[src/rtl/ica_pkg.sv]
// shared types, codes and widths for the interval colour allocator
package ica_pkg;

  localparam int MAX_COLORS_DEF = 64;
  localparam int MAX_VALUES_DEF = 1024;

  localparam int REQ_W    = 2;
  localparam int ID_W     = 10;
  localparam int COLOR_W  = 6;
  localparam int STATUS_W = 2;
  localparam int NUMC_W   = 7;
  localparam int EPOCH_W  = 8;
  localparam int GROUP_W  = 8;

  localparam logic [NUMC_W-1:0] NUMC_RESET = 7'd64;

  typedef enum logic [REQ_W-1:0] {
    REQ_BLOCK   = 2'd0,
    REQ_LIVE_IN = 2'd1,
    REQ_DEF     = 2'd2,
    REQ_USE     = 2'd3
  } req_t;

  typedef enum logic [STATUS_W-1:0] {
    ST_OK           = 2'd0,
    ST_NO_COLOR     = 2'd1,
    ST_USE_NOT_LIVE = 2'd2,
    ST_DEF_LIVE     = 2'd3
  } status_t;

  typedef struct packed {
    logic               hit;
    logic [COLOR_W-1:0] color;
  } scan_res_t;

endpackage

[src/rtl/ica_free_scan.sv]
// free colour search over one group of the busy mask per cycle
module ica_free_scan #(
  parameter int MAX_COLORS = ica_pkg::MAX_COLORS_DEF,
  localparam int NG = (MAX_COLORS + ica_pkg::GROUP_W - 1) / ica_pkg::GROUP_W,
  localparam int GW = (NG > 1) ? $clog2(NG) : 1
) (
  input  logic [MAX_COLORS-1:0]     busy,
  input  logic [ica_pkg::NUMC_W-1:0] num_colors,
  input  logic [GW-1:0]             grp,
  output ica_pkg::scan_res_t        res
);
  import ica_pkg::*;

  localparam int IB = $clog2(GROUP_W);

  logic [NG*GROUP_W-1:0] free_pad;
  logic [GROUP_W-1:0]    slice;
  logic [IB-1:0]         idx;

  always_comb begin
    free_pad = '0;
    for (int i = 0; i < MAX_COLORS; i++) begin
      free_pad[i] = ~busy[i] && (NUMC_W'(i) < num_colors);
    end
  end

  assign slice = free_pad[grp*GROUP_W +: GROUP_W];

  // lowest set bit wins
  always_comb begin
    idx = '0;
    for (int j = GROUP_W - 1; j >= 0; j--) begin
      if (slice[j]) begin
        idx = IB'(j);
      end
    end
  end

  assign res.hit   = |slice;
  assign res.color = COLOR_W'({grp, idx});

endmodule

[config.mk]
export PLATFORM = sky130hd
export DESIGN_NAME = ica_free_scan
export DESIGN_NICKNAME = d
export VERILOG_FILES = /design/src/rtl/ica_pkg.sv /design/src/rtl/ica_free_scan.sv
export SDC_FILE = /design/constraint.sdc
export NUM_CORES = 1
export LEC_CHECK = 0
export ABC_CLOCK_PERIOD_IN_PS = 7400
export BUFFER_PORTS_ARGS = -buffer_cell sky130_fd_sc_hd__buf_2
export CAP_MARGIN = 20
export CORE_MARGIN = 1
export CORE_UTILIZATION = 51
export DETAILED_ROUTE_END_ITERATION = 7
export PLACE_DENSITY = 0.87
export SYNTH_ARGS = -nofsm -noshare
export SYNTH_HDL_FRONTEND = slang
export SYNTH_SLANG_ARGS = --single-unit
[constraint.sdc]
create_clock -name vclk -period 7.4
set_input_delay 1.85 -clock vclk [all_inputs]
set_output_delay 1.85 -clock vclk [all_outputs]
set_load 0.02 [all_outputs]
# After elaboration in Yosys (flattened, before gate mapping)

Index checks and enable logic that the tools add are counted.

Output and inout port bits: 7
Input bits: 74
Flip-flop bits (word level): 0

Reductions and logical operators: 65
Magnitude comparators: 64
Bitwise logic cells: 64
Shifts and indexed selects: 1
Mux-type cells: 8

Operators with widths:

| operator                                           | number |
|---|---|
| < comparator 6 x 7 -> 1 bit (first input constant) | 32 |
| < comparator 5 x 7 -> 1 bit (first input constant) | 16 |
| logical AND 1 bit                                  | 64 |
| NOT 1 bit                                          | 64 |
| indexed part select 64 x 7 -> 8 bit                | 1 |
| < comparator 4 x 7 -> 1 bit (first input constant) | 8 |
| < comparator 3 x 7 -> 1 bit (first input constant) | 4 |
| 2-to-1 mux 3 bit                                   | 8 |
| < comparator 1 x 7 -> 1 bit (first input constant) | 2 |
| < comparator 2 x 7 -> 1 bit (first input constant) | 2 |
| OR reduction 8 bit                                 | 1 |

# Depth between registers and ports, before layout

Word-level depth: 11
Gate-level depth with buffers: 10

# Worst setup path after synthesis

Ideal clock, no wire load.

Path kind: in2out
Start: input num_colors[6] (netlist bit)
End: output res[2] (netlist bit)
Slack: 1.874 ns
Stages on the path: 10
Arrival: 3.676 ns
Data required time: 5.550 ns
Cells stage by stage: buf_6 > buf_2 > nor2_2 > buf_4 > o21ai_0 > a31oi_1 > nor3_1 > nor3_1 > nand2b_1 > a211oi_1

RTL lines:

| element            | RTL line            | text |
|---|---|---|
| start: declaration | ica_free_scan.sv:8  | `input logic [ica_pkg::NUMC_W-1:0] num_colors,` |
| end: declaration   | ica_free_scan.sv:10 | `output ica_pkg::scan_res_t res` |

==> impl_metrics.ini <==
[route]
dr.pass1.iters = 5
final_antenna_net_count = 0
drcViolationCount = 0
routedWlPerCell_um = 18.2
first_iter_violations = 108
avgViaCountPerCell = 7.02
drt_wl_total_mm = 5.43
vias = 2091

[timing]
fin_crit_ns = 5.89
fin_setup_tns_ns = 0
hold_violations = 0
max_freq_mhz = 170
fin_crit_sh_pct = 79.6
tightestPinTransition_ns = 0.801
slew_viol_final = 0
hold_slack_ns = 4.11
rsz0062_at_grt = false
slew_headroom_pct = 46.0
setup_viol = 0

[finish]
drive_above_1_share_pct = 36.2
seqCellArea_um2 = 0
fillers = 239
antennaDiodeCount = 0
areaGrowthSynthToFinish_pct = 22.4
multi_input_area_um2 = 1230
design.seq.count = 0
clkbuf_count = 0
nets = 344

[worst_setup_path]
critical-path-max-stage-delay_ns = 0.58
cp.required_ns = 5.55
crit_arrival_ns = 4.04
crit_slowest_cell = nor2_2
worst-path-buf-inv = 2
startpoint_type = primary input
end_kind = primary output
cp_max_fo = 17
path_delay_family = simple AND/OR/NAND/NOR gates
crit_chain = buf_2 > nor2_2 > o21ai_0 > a31oi_1 > nor3_1 > nor3_1 > nand2b_1 > a211oi_1 > buf_2
worstSetupPathType = primary input to primary output

[synthesis]
synth_nets = 280
postSynthAreaPerCell_um2 = 6.82
synth.top_cell.area_share_pct = 13.4
syn_inst = 206
yosys.cell_types.count = 56
synthesis.area_um2 = 1410
ys_seq_area_share_pct = 0
yosys_warnings = 0
yosys.cell_count.top_type = a211oi_1
synthTopCellsByCount = a211oi_1, a21oi_1, nor2_1
yosys.area.top_type = a211oi_1
synthTopCellsByArea = a211oi_1, a2111oi_0, a21oi_1

[placed_design]
hpwl_mm = 4.05
io_buffers = 81
gp_congestion = 0.934

[min_path]
min_path_cells = 2
hold_class = primary input to primary output
whs_endpoint = res[5]
worstHoldStart = grp[2]

[cts]
cts-resized-gates = 0
cts_setup_buffers = 0
hold_buffers = 0

[grt]
grt_antenna_before_repair = 0
grt_max_degree = 40
grt_pass1_vias = 1744
grt_pass1_wl_mm = 8.09
overflow = 0
grtUsageTotal_pct = 37.4

[power_and_ir_drop]
p_per_area_nw_per_um2 = 63.0
cellLeakagePower_nw = 0.668
ir_drop_mv = 0.0550

[die]
ios = 81
dieHeight_um = 54.5
start_util_pct = 55.2
fp.coreArea_um2 = 2540
dieArea_um2 = 2970
rows = 18
chipWidth_um = 54.5

[status]
outcome = finished, final reports clean

[run]
maxCapViolCount = 0
-- how the worst max path moves through the flow --
| stage | from | to | slack (ns) | cells past startpoint |
|---|---|---|---|---|
| 4_1_cts | num_colors[6] | res[2] | 1.61 | 9 |
| 2_1_floorplan | num_colors[6] | res[2] | 1.87 | 10 |
| 3_5_place_dp | num_colors[6] | res[2] | 1.62 | 9 |
| 5_1_grt | num_colors[6] | res[2] | 1.35 | 9 |
| 3_3_place_gp | num_colors[5] | res[1] | 1.64 | 9 |
| 6_report | num_colors[6] | res[2] | 1.51 | 9 |
-- metal layers --
layer / track usage (%) / part of all wire [%] / up-vias
met4: 12.0 / 3.2 / 0
met1: 48.4 / 39 / 915
met5: 0 / 0 / -
met2: 62.8 / 45 / 186
li1: - / - / 970
met3: 5.28 / 13 / 20
-- report_power, final --
part	switching, mW	internal, mW
clock	0	0
combinational	0.0652	0.0431
sequential	0	0
total	0.0652	0.0431
-- area by class of cell --
type,instances,share of cell area (%)
multi-input cells,178,71.8
repair buffers,83,24.5
well taps,30,2.18
inverters,7,1.53
-- kinds of logic after synthesis --
family	count (synthesis)	synth area share [%]
AO/OA/AOI/OAI	97	50.7
adder cells (fa/ha/maj)	1	0.712
buffers and inverters	28	12.1
multiplexers	2	1.42
AND/OR/NAND/NOR	78	35.1
-- layout by cell type, fill, tap and decap left out, types with 3 or more instances in the layout --
cell / count
nor2_1: 15
buf_2: 81
nor4_1: 6
nand2_1: 12
a21oi_1: 16
a211o_1: 5
nand2b_1: 9
o21ai_0: 9
o22ai_1: 3
nand3_1: 5
inv_1: 5
a2111oi_0: 12
a211oi_1: 25
nor3_1: 11
-- per-stage QoR --
step                setup slack (ns)  std cells  utilization (%)  area [µm²]  power [mW]
floorplan                       1.87        206                -        1410      0.0702
global placement                1.64        298             67.6        1720       0.104
detailed placement              1.62        298             67.6        1720       0.105
CTS                             1.61        298             67.6        1720       0.105
global route                    1.35        298             67.6        1720       0.117
finish                          1.51        298             67.6        1720       0.108
(Power assumes the default switching activity.)
